===== src/rtl/dga_pkg.sv =====
// Shared types, constants and calendar tables for the date adjust block.
package dga_pkg;

	// Field widths of the request and response items.
	localparam int OPC_W   = 3;
	localparam int YEAR_W  = 14;
	localparam int MONTH_W = 4;
	localparam int DAY_W   = 5;
	localparam int COUNT_W = 10;
	localparam int WDAY_W  = 3;

	// Internal widths.
	localparam int YACC_W  = 22;  // signed year, holds the year minus 1023 millennia
	localparam int CNT_W   = 13;  // day steps left, up to 1023 weeks
	localparam int MUL_A_W = 15;
	localparam int MUL_B_W = 17;
	localparam int PROD_W  = MUL_A_W + MUL_B_W;
	localparam int YPROD_W = 20;  // count times the year unit fits here
	localparam int SUM_W   = 15;  // weekday sum before the reduction by seven
	localparam int Q100_W  = 8;
	localparam int Q7_W    = 12;
	localparam int PC_W    = 5;

	// Reciprocals for division by 100 and by 7, both scaled by 2**RECIP_SHIFT.
	localparam int RECIP_SHIFT = 19;
	localparam logic [MUL_B_W-1:0] RECIP_100 = 17'd5243;
	localparam logic [MUL_B_W-1:0] RECIP_7   = 17'd74899;

	localparam logic signed [YACC_W-1:0] YEAR_MAX = 22'sd16383;

	// Opcodes.
	localparam logic [OPC_W-1:0] OPC_ADD_DAY   = 3'd0;
	localparam logic [OPC_W-1:0] OPC_DAYS      = 3'd1;
	localparam logic [OPC_W-1:0] OPC_WEEKS     = 3'd2;
	localparam logic [OPC_W-1:0] OPC_MONTHS    = 3'd3;
	localparam logic [OPC_W-1:0] OPC_YEARS     = 3'd4;
	localparam logic [OPC_W-1:0] OPC_DECADES   = 3'd5;
	localparam logic [OPC_W-1:0] OPC_CENTURIES = 3'd6;
	localparam logic [OPC_W-1:0] OPC_MILLENNIA = 3'd7;

	// Month numbers that the datapath tests.
	localparam logic [MONTH_W-1:0] MON_JAN = 4'd1;
	localparam logic [MONTH_W-1:0] MON_FEB = 4'd2;
	localparam logic [MONTH_W-1:0] MON_DEC = 4'd12;

	// Microprogram entry points.
	localparam logic [PC_W-1:0] PC_START = 5'd0;
	localparam logic [PC_W-1:0] PC_ADD   = 5'd4;
	localparam logic [PC_W-1:0] PC_DAY   = 5'd5;
	localparam logic [PC_W-1:0] PC_MON   = 5'd9;
	localparam logic [PC_W-1:0] PC_YRS   = 5'd13;
	localparam logic [PC_W-1:0] PC_WK    = 5'd19;
	localparam logic [PC_W-1:0] PC_FIN   = 5'd25;

	typedef struct packed {
		logic [OPC_W-1:0]   opcode;
		logic [YEAR_W-1:0]  year_in;
		logic [MONTH_W-1:0] month_in;
		logic [DAY_W-1:0]   day_in;
		logic [COUNT_W-1:0] step_count;
	} req_t;

	typedef struct packed {
		logic [YEAR_W-1:0]  year_out;
		logic [MONTH_W-1:0] month_out;
		logic [DAY_W-1:0]   day_out;
		logic [WDAY_W-1:0]  weekday;
		logic               error_flag;
	} rsp_t;

	// Datapath operations, one per microinstruction.
	typedef enum logic [3:0] {
		DP_NOP,
		DP_MUL_Y,
		DP_LEAP,
		DP_NORM,
		DP_ADD_DAY,
		DP_SUB_DAY,
		DP_SUB_MONTH,
		DP_MUL_N,
		DP_SUB_PROD,
		DP_WK_YY,
		DP_MUL_YY,
		DP_WK_SUM,
		DP_MUL_SUM,
		DP_WK_MOD,
		DP_FINISH
	} dp_op_t;

	// Branch conditions.
	typedef enum logic [2:0] {
		C_ALWAYS,
		C_ERR,
		C_DONE,
		C_DAY_CONT,
		C_MON_CONT,
		C_OUT_BUSY
	} cond_t;

	// Sequencing modes of a microinstruction.
	typedef enum logic [1:0] {
		SQ_NEXT,
		SQ_BRANCH,
		SQ_DISPATCH,
		SQ_END
	} seq_t;

	typedef struct packed {
		dp_op_t          op;
		seq_t            seq;
		cond_t           cond;
		logic [PC_W-1:0] target;
	} uword_t;

	typedef struct packed {
		logic   load;
		dp_op_t op;
	} dp_ctrl_t;

	typedef struct packed {
		logic [OPC_W-1:0] opcode;
		logic             err;
		logic             done;
		logic             jan1;
		logic             jan;
		logic             out_busy;
	} dp_status_t;

	typedef enum logic {
		SEQ_IDLE,
		SEQ_RUN
	} seq_state_t;

	// Length of a month; February follows the leap flag.
	function automatic logic [DAY_W-1:0] days_in(input logic [MONTH_W-1:0] m, input logic leap);
		logic [DAY_W-1:0] len;
		unique case (m)
			4'd2:                      len = leap ? 5'd29 : 5'd28;
			4'd4, 4'd6, 4'd9, 4'd11:   len = 5'd30;
			default:                   len = 5'd31;
		endcase
		return len;
	endfunction

	// Month term of the weekday formula: (31 * shifted month) / 12.
	function automatic logic [DAY_W-1:0] month_offset(input logic [MONTH_W-1:0] m);
		logic [DAY_W-1:0] ofs;
		unique case (m)
			4'd1:    ofs = 5'd28;
			4'd2:    ofs = 5'd31;
			4'd3:    ofs = 5'd2;
			4'd4:    ofs = 5'd5;
			4'd5:    ofs = 5'd7;
			4'd6:    ofs = 5'd10;
			4'd7:    ofs = 5'd12;
			4'd8:    ofs = 5'd15;
			4'd9:    ofs = 5'd18;
			4'd10:   ofs = 5'd20;
			4'd11:   ofs = 5'd23;
			default: ofs = 5'd25;
		endcase
		return ofs;
	endfunction

	// Number of years in one unit of a year-type opcode.
	function automatic logic [COUNT_W-1:0] year_unit(input logic [OPC_W-1:0] op);
		logic [COUNT_W-1:0] unit;
		unique case (op)
			OPC_YEARS:     unit = 10'd1;
			OPC_DECADES:   unit = 10'd10;
			OPC_CENTURIES: unit = 10'd100;
			default:       unit = 10'd1000;
		endcase
		return unit;
	endfunction

	// Entry point of the routine that serves an opcode.
	function automatic logic [PC_W-1:0] dispatch(input logic [OPC_W-1:0] op);
		logic [PC_W-1:0] pc;
		unique case (op)
			OPC_ADD_DAY:          pc = PC_ADD;
			OPC_DAYS, OPC_WEEKS:  pc = PC_DAY;
			OPC_MONTHS:           pc = PC_MON;
			default:              pc = PC_YRS;
		endcase
		return pc;
	endfunction

endpackage


===== src/rtl/dga_ucode_rom.sv =====
// Control store: the microprogram that runs one date adjustment.
module dga_ucode_rom
	import dga_pkg::*;
(
	input  logic [PC_W-1:0] pc,
	output uword_t          uword
);

	// One control word per step: datapath operation, sequencing, condition, target.
	always_comb begin
		unique case (pc)
			// Reject a bad input, then find the leap flag and normalize the day.
			PC_W'(0):  uword = '{DP_NOP,       SQ_BRANCH,   C_ERR,      PC_FIN};
			PC_W'(1):  uword = '{DP_MUL_Y,     SQ_NEXT,     C_ALWAYS,   PC_START};
			PC_W'(2):  uword = '{DP_LEAP,      SQ_NEXT,     C_ALWAYS,   PC_START};
			PC_W'(3):  uword = '{DP_NORM,      SQ_DISPATCH, C_ALWAYS,   PC_START};
			// Add one day.
			PC_W'(4):  uword = '{DP_ADD_DAY,   SQ_BRANCH,   C_ALWAYS,   PC_WK};
			// Day loop; a year crossing refreshes the leap flag.
			PC_W'(5):  uword = '{DP_SUB_DAY,   SQ_BRANCH,   C_DAY_CONT, PC_DAY};
			PC_W'(6):  uword = '{DP_NOP,       SQ_BRANCH,   C_DONE,     PC_WK};
			PC_W'(7):  uword = '{DP_MUL_Y,     SQ_NEXT,     C_ALWAYS,   PC_START};
			PC_W'(8):  uword = '{DP_LEAP,      SQ_BRANCH,   C_ALWAYS,   PC_DAY};
			// Month loop, same shape as the day loop.
			PC_W'(9):  uword = '{DP_SUB_MONTH, SQ_BRANCH,   C_MON_CONT, PC_MON};
			PC_W'(10): uword = '{DP_NOP,       SQ_BRANCH,   C_DONE,     PC_WK};
			PC_W'(11): uword = '{DP_MUL_Y,     SQ_NEXT,     C_ALWAYS,   PC_START};
			PC_W'(12): uword = '{DP_LEAP,      SQ_BRANCH,   C_ALWAYS,   PC_MON};
			// Years, decades, centuries, millennia: subtract at once, then clamp.
			PC_W'(13): uword = '{DP_MUL_N,     SQ_NEXT,     C_ALWAYS,   PC_START};
			PC_W'(14): uword = '{DP_SUB_PROD,  SQ_NEXT,     C_ALWAYS,   PC_START};
			PC_W'(15): uword = '{DP_NOP,       SQ_BRANCH,   C_ERR,      PC_FIN};
			PC_W'(16): uword = '{DP_MUL_Y,     SQ_NEXT,     C_ALWAYS,   PC_START};
			PC_W'(17): uword = '{DP_LEAP,      SQ_NEXT,     C_ALWAYS,   PC_START};
			PC_W'(18): uword = '{DP_NORM,      SQ_NEXT,     C_ALWAYS,   PC_START};
			// Weekday of the result.
			PC_W'(19): uword = '{DP_NOP,       SQ_BRANCH,   C_ERR,      PC_FIN};
			PC_W'(20): uword = '{DP_WK_YY,     SQ_NEXT,     C_ALWAYS,   PC_START};
			PC_W'(21): uword = '{DP_MUL_YY,    SQ_NEXT,     C_ALWAYS,   PC_START};
			PC_W'(22): uword = '{DP_WK_SUM,    SQ_NEXT,     C_ALWAYS,   PC_START};
			PC_W'(23): uword = '{DP_MUL_SUM,   SQ_NEXT,     C_ALWAYS,   PC_START};
			PC_W'(24): uword = '{DP_WK_MOD,    SQ_NEXT,     C_ALWAYS,   PC_START};
			// Hand the item to the output register, waiting while it is full.
			PC_W'(25): uword = '{DP_FINISH,    SQ_END,      C_OUT_BUSY, PC_FIN};
			default:   uword = '{DP_NOP,       SQ_BRANCH,   C_ALWAYS,   PC_FIN};
		endcase
	end

endmodule


===== src/rtl/dga_sequencer.sv =====
// Microprogram sequencer: step counter, branch logic and run state.
module dga_sequencer
	import dga_pkg::*;
(
	input  logic       clk,
	input  logic       arst_n,
	input  logic       start,
	input  dp_status_t status,
	output logic       busy,
	output dp_ctrl_t   ctrl
);

	seq_state_t      state_q, state_n;
	logic [PC_W-1:0] pc_q, pc_n;
	uword_t          uword;
	logic            cond_true;

	dga_ucode_rom u_rom (
		.pc    (pc_q),
		.uword (uword)
	);

	// Evaluate the branch condition of the current step.
	always_comb begin
		unique case (uword.cond)
			C_ALWAYS:   cond_true = 1'b1;
			C_ERR:      cond_true = status.err;
			C_DONE:     cond_true = status.done;
			C_DAY_CONT: cond_true = !status.done && !status.jan1;
			C_MON_CONT: cond_true = !status.done && !status.jan;
			C_OUT_BUSY: cond_true = status.out_busy;
			default:    cond_true = 1'b0;
		endcase
	end

	// Next state and next step.
	always_comb begin
		state_n = state_q;
		pc_n    = PC_START;
		unique case (state_q)
			SEQ_IDLE: begin
				if (start) begin
					state_n = SEQ_RUN;
				end
			end
			SEQ_RUN: begin
				unique case (uword.seq)
					SQ_NEXT:     pc_n = pc_q + PC_W'(1);
					SQ_BRANCH:   pc_n = cond_true ? uword.target : pc_q + PC_W'(1);
					SQ_DISPATCH: pc_n = dispatch(status.opcode);
					SQ_END: begin
						if (cond_true) begin
							pc_n = uword.target;
						end else begin
							state_n = SEQ_IDLE;
						end
					end
					default:     pc_n = PC_START;
				endcase
			end
			default: state_n = SEQ_IDLE;
		endcase
	end

	// Outputs toward the datapath and the request channel.
	always_comb begin
		busy      = (state_q == SEQ_RUN);
		ctrl.load = start;
		ctrl.op   = (state_q == SEQ_RUN) ? uword.op : DP_NOP;
	end

	// Run state and step counter.
	always_ff @(posedge clk or negedge arst_n) begin
		if (!arst_n) begin
			state_q <= SEQ_IDLE;
			pc_q    <= PC_START;
		end else begin
			state_q <= state_n;
			pc_q    <= pc_n;
		end
	end

endmodule


===== src/rtl/dga_datapath.sv =====
// Date registers, shared multiplier, calendar logic and the output register.
module dga_datapath
	import dga_pkg::*;
(
	input  logic       clk,
	input  logic       arst_n,
	input  req_t       req,
	input  dp_ctrl_t   ctrl,
	output dp_status_t status,
	output logic       rsp_valid,
	input  logic       rsp_ready,
	output rsp_t       rsp
);

	logic [OPC_W-1:0]          opcode_q;
	logic signed [YACC_W-1:0]  year_q;
	logic [MONTH_W-1:0]        month_q;
	logic [DAY_W-1:0]          day_q;
	logic [COUNT_W-1:0]        count_q;
	logic [CNT_W-1:0]          remain_q;
	logic                      err_q;
	logic                      leap_q;
	logic [PROD_W-1:0]         prod_q;
	logic [YEAR_W-1:0]         yy_q;
	logic [SUM_W-1:0]          sum_q;
	logic [WDAY_W-1:0]         wday_q;
	rsp_t                      rsp_q;
	logic                      rsp_valid_q;

	logic                      year_pos, year_bad, err_now, done, jan, jan1;
	logic                      out_busy, finish_fire;
	logic [YEAR_W-1:0]         year14, hund, r100, yy_n;
	logic [Q100_W-1:0]         q100;
	logic [Q7_W-1:0]           q7;
	logic                      leap_n;
	logic [DAY_W-1:0]          len_cur, len_prev;
	logic [MUL_A_W-1:0]        mul_a;
	logic [MUL_B_W-1:0]        mul_b;
	logic [PROD_W-1:0]         prod_n;
	logic [SUM_W-1:0]          sum_n, wday_n;

	// Year range and loop status.
	assign year_pos = (year_q > 0);
	assign year_bad = !year_pos || (year_q > YEAR_MAX);
	assign err_now  = err_q || year_bad;
	assign done     = (remain_q == '0) || !year_pos;
	assign jan      = (month_q == MON_JAN);
	assign jan1     = jan && (day_q == DAY_W'(1));
	assign year14   = year_q[YEAR_W-1:0];

	// Leap test from the registered quotient by 100.
	assign q100   = prod_q[RECIP_SHIFT +: Q100_W];
	assign hund   = {q100, 6'd0} + {1'b0, q100, 5'd0} + {4'd0, q100, 2'd0};
	assign r100   = year14 - hund;
	assign leap_n = ((year14[1:0] == 2'd0) && (r100 != '0)) ||
	                ((r100 == '0) && (q100[1:0] == 2'd0));

	// Month lengths for the current and the preceding month.
	assign len_cur  = days_in(month_q, leap_q);
	assign len_prev = days_in(month_q - MONTH_W'(1), leap_q);

	// Shared multiplier operands.
	always_comb begin
		unique case (ctrl.op)
			DP_MUL_Y: begin
				mul_a = MUL_A_W'(year14);
				mul_b = RECIP_100;
			end
			DP_MUL_YY: begin
				mul_a = MUL_A_W'(yy_q);
				mul_b = RECIP_100;
			end
			DP_MUL_N: begin
				mul_a = MUL_A_W'(count_q);
				mul_b = MUL_B_W'(year_unit(opcode_q));
			end
			DP_MUL_SUM: begin
				mul_a = sum_q;
				mul_b = RECIP_7;
			end
			default: begin
				mul_a = '0;
				mul_b = '0;
			end
		endcase
	end
	assign prod_n = PROD_W'(mul_a) * PROD_W'(mul_b);

	// Weekday terms: shifted year, the sum, and the sum reduced by seven.
	assign yy_n   = year14 - YEAR_W'(month_q <= MON_FEB);
	assign sum_n  = SUM_W'(day_q) + SUM_W'(yy_q) + SUM_W'(yy_q[YEAR_W-1:2])
	              - SUM_W'(q100) + SUM_W'(q100[Q100_W-1:2])
	              + SUM_W'(month_offset(month_q));
	assign q7     = prod_q[RECIP_SHIFT +: Q7_W];
	assign wday_n = sum_q - SUM_W'({q7, 3'd0}) + SUM_W'(q7);

	assign out_busy    = rsp_valid_q && !rsp_ready;
	assign finish_fire = (ctrl.op == DP_FINISH) && !out_busy;

	// Working registers, driven by the load strobe and the current operation.
	always_ff @(posedge clk) begin
		if (ctrl.load) begin
			opcode_q <= req.opcode;
			year_q   <= YACC_W'(req.year_in);
			month_q  <= req.month_in;
			day_q    <= req.day_in;
			count_q  <= req.step_count;
			err_q    <= (req.month_in == '0) || (req.month_in > MON_DEC) ||
			            (req.year_in == '0);
			if (req.opcode == OPC_WEEKS) begin
				remain_q <= CNT_W'({req.step_count, 3'd0}) - CNT_W'(req.step_count);
			end else begin
				remain_q <= CNT_W'(req.step_count);
			end
		end else begin
			unique case (ctrl.op)
				DP_MUL_Y, DP_MUL_YY, DP_MUL_N, DP_MUL_SUM: begin
					prod_q <= prod_n;
				end
				DP_LEAP: begin
					leap_q <= leap_n;
				end
				DP_NORM: begin
					if (day_q == '0) begin
						day_q <= DAY_W'(1);
					end else if (day_q > len_cur) begin
						day_q <= len_cur;
					end
				end
				DP_ADD_DAY: begin
					if (day_q == len_cur) begin
						day_q <= DAY_W'(1);
						if (month_q == MON_DEC) begin
							month_q <= MON_JAN;
							year_q  <= year_q + 22'sd1;
						end else begin
							month_q <= month_q + MONTH_W'(1);
						end
					end else begin
						day_q <= day_q + DAY_W'(1);
					end
				end
				DP_SUB_DAY: begin
					if (!done) begin
						remain_q <= remain_q - CNT_W'(1);
						if (day_q == DAY_W'(1)) begin
							if (jan) begin
								year_q  <= year_q - 22'sd1;
								month_q <= MON_DEC;
								day_q   <= DAY_W'(31);
							end else begin
								month_q <= month_q - MONTH_W'(1);
								day_q   <= len_prev;
							end
						end else begin
							day_q <= day_q - DAY_W'(1);
						end
					end
				end
				DP_SUB_MONTH: begin
					if (!done) begin
						remain_q <= remain_q - CNT_W'(1);
						if (jan) begin
							year_q  <= year_q - 22'sd1;
							month_q <= MON_DEC;
						end else begin
							month_q <= month_q - MONTH_W'(1);
							if (day_q > len_prev) begin
								day_q <= len_prev;
							end
						end
					end
				end
				DP_SUB_PROD: begin
					year_q <= year_q - $signed(YACC_W'(prod_q[YPROD_W-1:0]));
				end
				DP_WK_YY: begin
					yy_q <= yy_n;
				end
				DP_WK_SUM: begin
					sum_q <= sum_n;
				end
				DP_WK_MOD: begin
					wday_q <= wday_n[WDAY_W-1:0];
				end
				DP_FINISH: begin
					if (finish_fire) begin
						if (err_now) begin
							rsp_q <= '{year_out: '0, month_out: '0, day_out: '0,
							           weekday: '0, error_flag: 1'b1};
						end else begin
							rsp_q <= '{year_out: year14, month_out: month_q,
							           day_out: day_q, weekday: wday_q, error_flag: 1'b0};
						end
					end
				end
				default: begin
				end
			endcase
		end
	end

	// Output valid: set when a result is written, cleared when it is taken.
	always_ff @(posedge clk or negedge arst_n) begin
		if (!arst_n) begin
			rsp_valid_q <= 1'b0;
		end else if (finish_fire) begin
			rsp_valid_q <= 1'b1;
		end else if (rsp_ready) begin
			rsp_valid_q <= 1'b0;
		end
	end

	assign rsp_valid = rsp_valid_q;
	assign rsp       = rsp_q;

	assign status = '{opcode: opcode_q, err: err_now, done: done, jan1: jan1,
	                  jan: jan, out_busy: out_busy};

endmodule


===== src/rtl/gregorian_date_adjust_top.sv =====
// Each request runs one microprogram routine. Add one day and the year, decade, century
// and millennium steps run straight through; day and week steps loop once per day and
// refresh the leap flag at each year boundary crossed; month steps loop once per month
// likewise. An invalid input goes straight to the finish step. One item at a time: a
// new item is taken only while idle, and a stalled output holds the finish step.
// Reset: arst_n clears the sequencer and the output valid; no clearing pass.
module gregorian_date_adjust_top
	import dga_pkg::*;
(
	input  logic clk,
	input  logic arst_n,
	input  logic req_valid,
	output logic req_ready,
	input  req_t req_item,
	output logic rsp_valid,
	input  logic rsp_ready,
	output rsp_t rsp_item
);

	logic       busy;
	logic       start;
	dp_ctrl_t   ctrl;
	dp_status_t status;

	// A new item is taken whenever the sequencer is idle.
	assign req_ready = !busy;
	assign start     = req_valid && req_ready;

	dga_sequencer u_seq (
		.clk    (clk),
		.arst_n (arst_n),
		.start  (start),
		.status (status),
		.busy   (busy),
		.ctrl   (ctrl)
	);

	dga_datapath u_dp (
		.clk       (clk),
		.arst_n    (arst_n),
		.req       (req_item),
		.ctrl      (ctrl),
		.status    (status),
		.rsp_valid (rsp_valid),
		.rsp_ready (rsp_ready),
		.rsp       (rsp_item)
	);

endmodule


===== config.mk =====
export PLATFORM = sky130hd
export DESIGN_NAME = gregorian_date_adjust_top
export DESIGN_NICKNAME = d
export VERILOG_FILES = /design/src/rtl/dga_pkg.sv /design/src/rtl/dga_ucode_rom.sv /design/src/rtl/dga_sequencer.sv /design/src/rtl/dga_datapath.sv /design/src/rtl/gregorian_date_adjust_top.sv
export SDC_FILE = /design/constraint.sdc
export NUM_CORES = 1
export LEC_CHECK = 0
export ABC_AREA = 1
export BUFFER_PORTS_ARGS = -buffer_cell sky130_fd_sc_hd__buf_2
export CELL_PAD_IN_SITES_DETAIL_PLACEMENT = 0
export CELL_PAD_IN_SITES_GLOBAL_PLACEMENT = 1
export CORE_ASPECT_RATIO = 2
export CORE_MARGIN = 1.5
export CORE_UTILIZATION = 49
export CTS_CLUSTER_SIZE = 14
export DETAILED_ROUTE_END_ITERATION = 8
export PLACE_DENSITY_LB_ADDON = 0.1
export SKIP_LAST_GASP = 1
export SYNTH_ARGS = -nofsm -noshare
export SYNTH_HDL_FRONTEND = slang
export SYNTH_HIERARCHICAL = 1
export SYNTH_SLANG_ARGS = --single-unit

===== constraint.sdc =====
create_clock -name clk -period 10.1 [get_ports clk]
set_input_delay 2.02 -clock clk [delete_from_list [all_inputs] [get_ports clk]]
set_output_delay 2.02 -clock clk [all_outputs]
set_load 0.05 [all_outputs]

* After elaboration in Yosys (flattened, before gate mapping)
Memory sizes are Yosys's and may differ from the RTL's. A register that Yosys moved wholly into a read port is not among the register bits.
Index checks and enable logic that the tools add are counted.
** Word-level totals
- Register bits :: 152
- Bits of input ports :: 40
- ROM bits :: 528
- Memories :: 2
- Word-level logic and storage cells :: 217
- Output and inout bits :: 29
** Memory list
- (name not given) :: depth 32, width 14, read ports 1, clocked after memory_dff 0, write ports 0, RTL line dga_ucode_rom.sv:11 : unique case (pc)
- (name not given) :: depth 16, width 5, read ports 1, clocked after memory_dff 1, write ports 0, RTL line dga_pkg.sv:148 : unique case (m)
** Cells by class
- Reduce and logical (&&, ||, !) cells :: 55
- Add/subtract/negate cells :: 21
- $mul :: 1
- Bitwise gates (word level) :: 2
- Muxes and demuxes :: 52
- Equal/unequal tests :: 57
- $lt $le $gt $ge :: 6
** Operators with widths (number)
- $mux W22 :: 6
- $pmux W22 S4 :: 1
- $mux W5 :: 13
- $pmux W15 S4 :: 1
- $mux W13 :: 4
- $pmux W17 S3 :: 1
- $eq A4 B4 Y1 const B :: 12
- $pmux W5 S4 :: 2
- $mux W4 :: 9
- $eq A4 B3 Y1 const B :: 8
- $pmux W10 S3 :: 1
- $logic_not A14 Y1 :: 2
- $mul A15 B17 Y27 :: 1
- $pmux W4 S3 :: 2
- $add A22 B2 Y22 const B :: 1
- $gt A22 B1 Y1 const B :: 1
- $gt A22 B15 Y1 const B :: 1
- $sub A22 B2 Y22 const B :: 1
- $sub A22 B21 Y22 :: 1
- $pmux W5 S2 :: 2
- $reduce_and A6 Y1 :: 3
- $eq A4 B2 Y1 const B :: 4
- $add A15 B12 Y15 :: 1
- $add A15 B5 Y15 :: 1
- other kinds (53) :: 115

* Logic depth before layout (Yosys ltp)
- Depth in word-level cells :: 10
- Gate-level depth with buffers :: 40
- Gate-level depth less buffers :: 39

* Cells and area by module
Netlist, hierarchy kept.
** By module, submodules not included
- dga_datapath :: area an instance 17680.7 um2, seq. area each 4399.2 um2, cells an instance 2076, instances 1
- dga_ucode_rom :: area an instance 543.0 um2, seq. area each 0.0 um2, cells an instance 93, instances 1
- dga_sequencer :: area an instance 511.7 um2, seq. area each 150.1 um2, cells an instance 77, instances 1
- gregorian_date_adjust_top :: area an instance 13.8 um2, seq. area each 0.0 um2, cells an instance 3, instances 1

* Worst setup path before layout
Ideal clock, no wire load.
- Kind :: register to register
- Start point :: register u_seq.pc_q[0]
- End point :: register u_dp.prod_q[19] (data pin)
- Data required time :: 9835 ps
- Path slack :: 2879 ps
- Cell stages (with the launch flop) :: 33
- Arrival :: 6956 ps
- Period minus slack after synthesis :: 7221 ps
- Buffers on the path :: 1
- Setup time :: 265 ps
- Path through :: dfrtp_1 inv_1 ha_1 inv_1 nor2_1 o21a_1 nand2_1 inv_1 nor2_1 inv_1 nor2_4 inv_1 buf_2 o22ai_1 nor2_1 inv_1 nand2_1 fa_1 fa_1 inv_1 fa_1 fa_1 fa_1 inv_1 fa_1 inv_1 ha_1 a21o_1 a31oi_1 nand3_1 a21boi_0 o21ai_0 xor2_1
** RTL lines
- start, declared :: RTL line dga_sequencer.sv:14 : logic [PC_W-1:0] pc_q, pc_n;
- start signal, assigned :: RTL line dga_sequencer.sv:79 : pc_q <= pc_n;
- end signal, assigned :: RTL line dga_datapath.sv:118 : prod_q <= prod_n;
- end, declared :: RTL line dga_datapath.sv:23 : logic [PROD_W-1:0] prod_q;

==> impl_metrics.yaml <==
setup_path:
  cp-start-kind: "register"
  crit_top_cell: "fa_1"
  cp.required_ps: 10290
  cp-startpoint: "u_seq/pc_q[3]"
  critPathMaxStageDelay_ps: 860
  rrSetupSlack_ps: 1300
  endpoint_kind: "register"
  critPathKind: "register to register"
  regToRegEndpoint: "u_dp/prod_q[19]"
  path_max_fanout: 20
  r2r.worst_path.cells: 29
  worst_path_max_delay_cell: "dfrtp_1"
  r2r_start: "u_seq/pc_q[3]"
  cp.arrival_ps: 9000
yosys:
  synth_cells: 2249
  async_flop_share_pct: 4.46
  yosysTopAreaCellShare_pct: 21.9
  ys_ff_latch: 157
  ys_warn_count: 6
  ys_top_cells_by_count: "461 x inv_1, 371 x nand2_1, 224 x nor2_1"
  ys.flop_type: "edfxtp_1"
  netlist_area_um2: 18700
  synth_cell_types: 55
  synthMostInstantiatedCell: "inv_1"
  synth_area_leaders: "edfxtp_1 22%, fa_1 20%, ha_1 14%, inv_1 9.2%, nand2_1 7.4%"
  avgSynthCellArea_um2: 8.34
  synth-edff-count: 137
  seq_area_frac_synth_pct: 24.3
  synth_top_area_cell: "edfxtp_1"
sta:
  tightest_slew_ps: 1020
  relSlewSlack_pct: 31.8
  rsz0062_at_grt: "false"
  slew_viol_final: 0
  period_share_pct: 87.2
  setup_tns_ps: 0
  finClkSkew_ps: 16.8
  fmax_mhz: 114
  setup_viol: 0
  finalCriticalPeriod_ps: 8800
  hold_violations: 0
  whs_ps: 494
clock_tree:
  cts_resized: 0
  cts.sinks: 157
  hold_buffers: 0
  clock_tree.root_cell: "clkbuf_16"
  cts_buffer_depth: 2
  worstSkewPairLatency_ps: 450
  post_cts_buffers: 0
  cts.clk_slew.worst_paths_ps: 70
  cts_tree: "built"
  cts-buffers-inserted: 17
  h-tree-depth: 4
global_route:
  grt_pass1_wl_um: 86500
  track_usage_pct: 29.4
  grt-ovfl-total: 0
  grt_max_degree: 61
  grt_pass1_vias: 15900
  antenna_found_initial: 0
min_path:
  hp-class: "register to register"
  holdPathStages: 2
  holdCritStartpoint: "u_dp/year_q[21]"
  min_to: "u_dp/year_q[21]"
placed_design:
  post-dp-hpwl_um: 46800
  port_buffers: 68
  numPlacedInstances: 2771
  gp_congestion: 0.951
route:
  wire_per_inst_um: 19.7
  vias: 15000
  wirelength_um: 55200
  drc: 0
  viasPerCell: 5.35
  postRouteAntennaNets: 0
  firstDrtPassIters: 5
  drt_iter0_markers: 929
run_status:
  status: "complete, no violations"
die:
  initial_core_util_pct: 49.6
  die_h_um: 280
  ios: 69
  floorplan.die_area_um2: 39500
  dieWidth_um: 141
  core-area_um2: 37800
  row_count: 101
job:
  cap_violations: 0
finish:
  layout-drive-gt1-share_pct: 8.16
  antenna-diode-count: 0
  stdcell_count: 2803
  nets: 2756
  num-fill-cells: 3632
  syn2layout_area_growth_pct: 7.59
-- how the worst max path moves through the flow --
stage | to | cells after the start | slack, ps
floorplan | u_dp/prod_q[19] | 32 | 2880
global placement | u_dp/prod_q[19] | 29 | 1550
detailed placement | u_dp/prod_q[19] | 29 | 1410
CTS | u_dp/prod_q[19] | 29 | 1360
global route | u_dp/prod_q[19] | 29 | 820
finish | u_dp/prod_q[19] | 29 | 1300
-- worst max-delay path: cells and delay by family, from the launching register on --
family	cells	cell delay (ps)
XOR/XNOR	1	160
buffers and inverters	7	870
AND/OR/NAND/NOR	8	1740
AO/OA/AOI/OAI	6	1300
adder cells (fa/ha/maj)	7	3570
flip-flops	1	860
-- registers in the layout, summed over array words and instances (netlist names), 4 cells and up, named ones only --
signal         cells
u_dp/prod_q       27
u_dp/day_q         5
u_dp/month_q       4
u_dp/yy_q         14
u_dp/sum_q        15
u_dp/remain_q     13
u_dp/rsp          27
u_dp/year_q       22
u_seq/pc_q         5
u_dp/count_q      10
-- final cells by class --
type	count	area [µm²]	area share (%)
well taps	463	579	2.87
multi-input cells	1596	12300	60.8
flip-flops and latches	157	4550	22.6
clock buffers	22	495	2.46
repair buffers	78	415	2.06
inverters	477	1800	8.94
clock inverters	10	58.8	0.292
-- cell usage in the layout, fill, tap and decap left out, types with 8 or more instances in the layout --
cell and instances:
or2_2 15, nand2_2 11, o21ai_0 112, a21oi_1 113
clkbuf_16 18, nor3_1 19, xnor2_1 28, conb_1 18
ha_1 204, nor2_4 8, xor2_1 56, o22ai_1 21
o21ai_1 13, dfxtp_1 13, fa_1 185, inv_1 460
nand4_1 15, nand2_1 371, edfxtp_1 137, buf_4 10
inv_2 14, nor2_1 224, o211ai_1 9, nand3_1 100
buf_2 68
-- stage by stage --
stage / utilization (%) / instance area (µm²) / setup slack (ps)
after floorplan: - / 18800 / 2880
after global placement: 51.9 / 19600 / 1550
after detailed placement: 51.9 / 19600 / 1410
after CTS: 53.4 / 20200 / 1360
after global routing: 53.4 / 20200 / 815
final: 53.4 / 20200 / 1300
-- routing by layer --
layer	vias up	share of wire (%)	track usage, %
li1	7298	-	-
met1	7220	37	31.3
met2	365	55	56.1
met3	107	2.7	2.94
met4	0	5.4	15.3
met5	-	0	0
-- kinds of logic after synthesis --
kind of cell	Yosys count	share of synthesized area, %
and+or+nand+nor	794	18.4
xor gates and xnor gates	84	3.92
buffers and inverters	512	10.7
AOI/OAI and AO/OA	311	9.32
DFF	157	24.3
other	2	0.0401
adders and majority gates	389	33.4
Power is left out: the tool's default activity adds up to more than one toggle a clock period on the data nets, which glitch-free logic cannot reach.
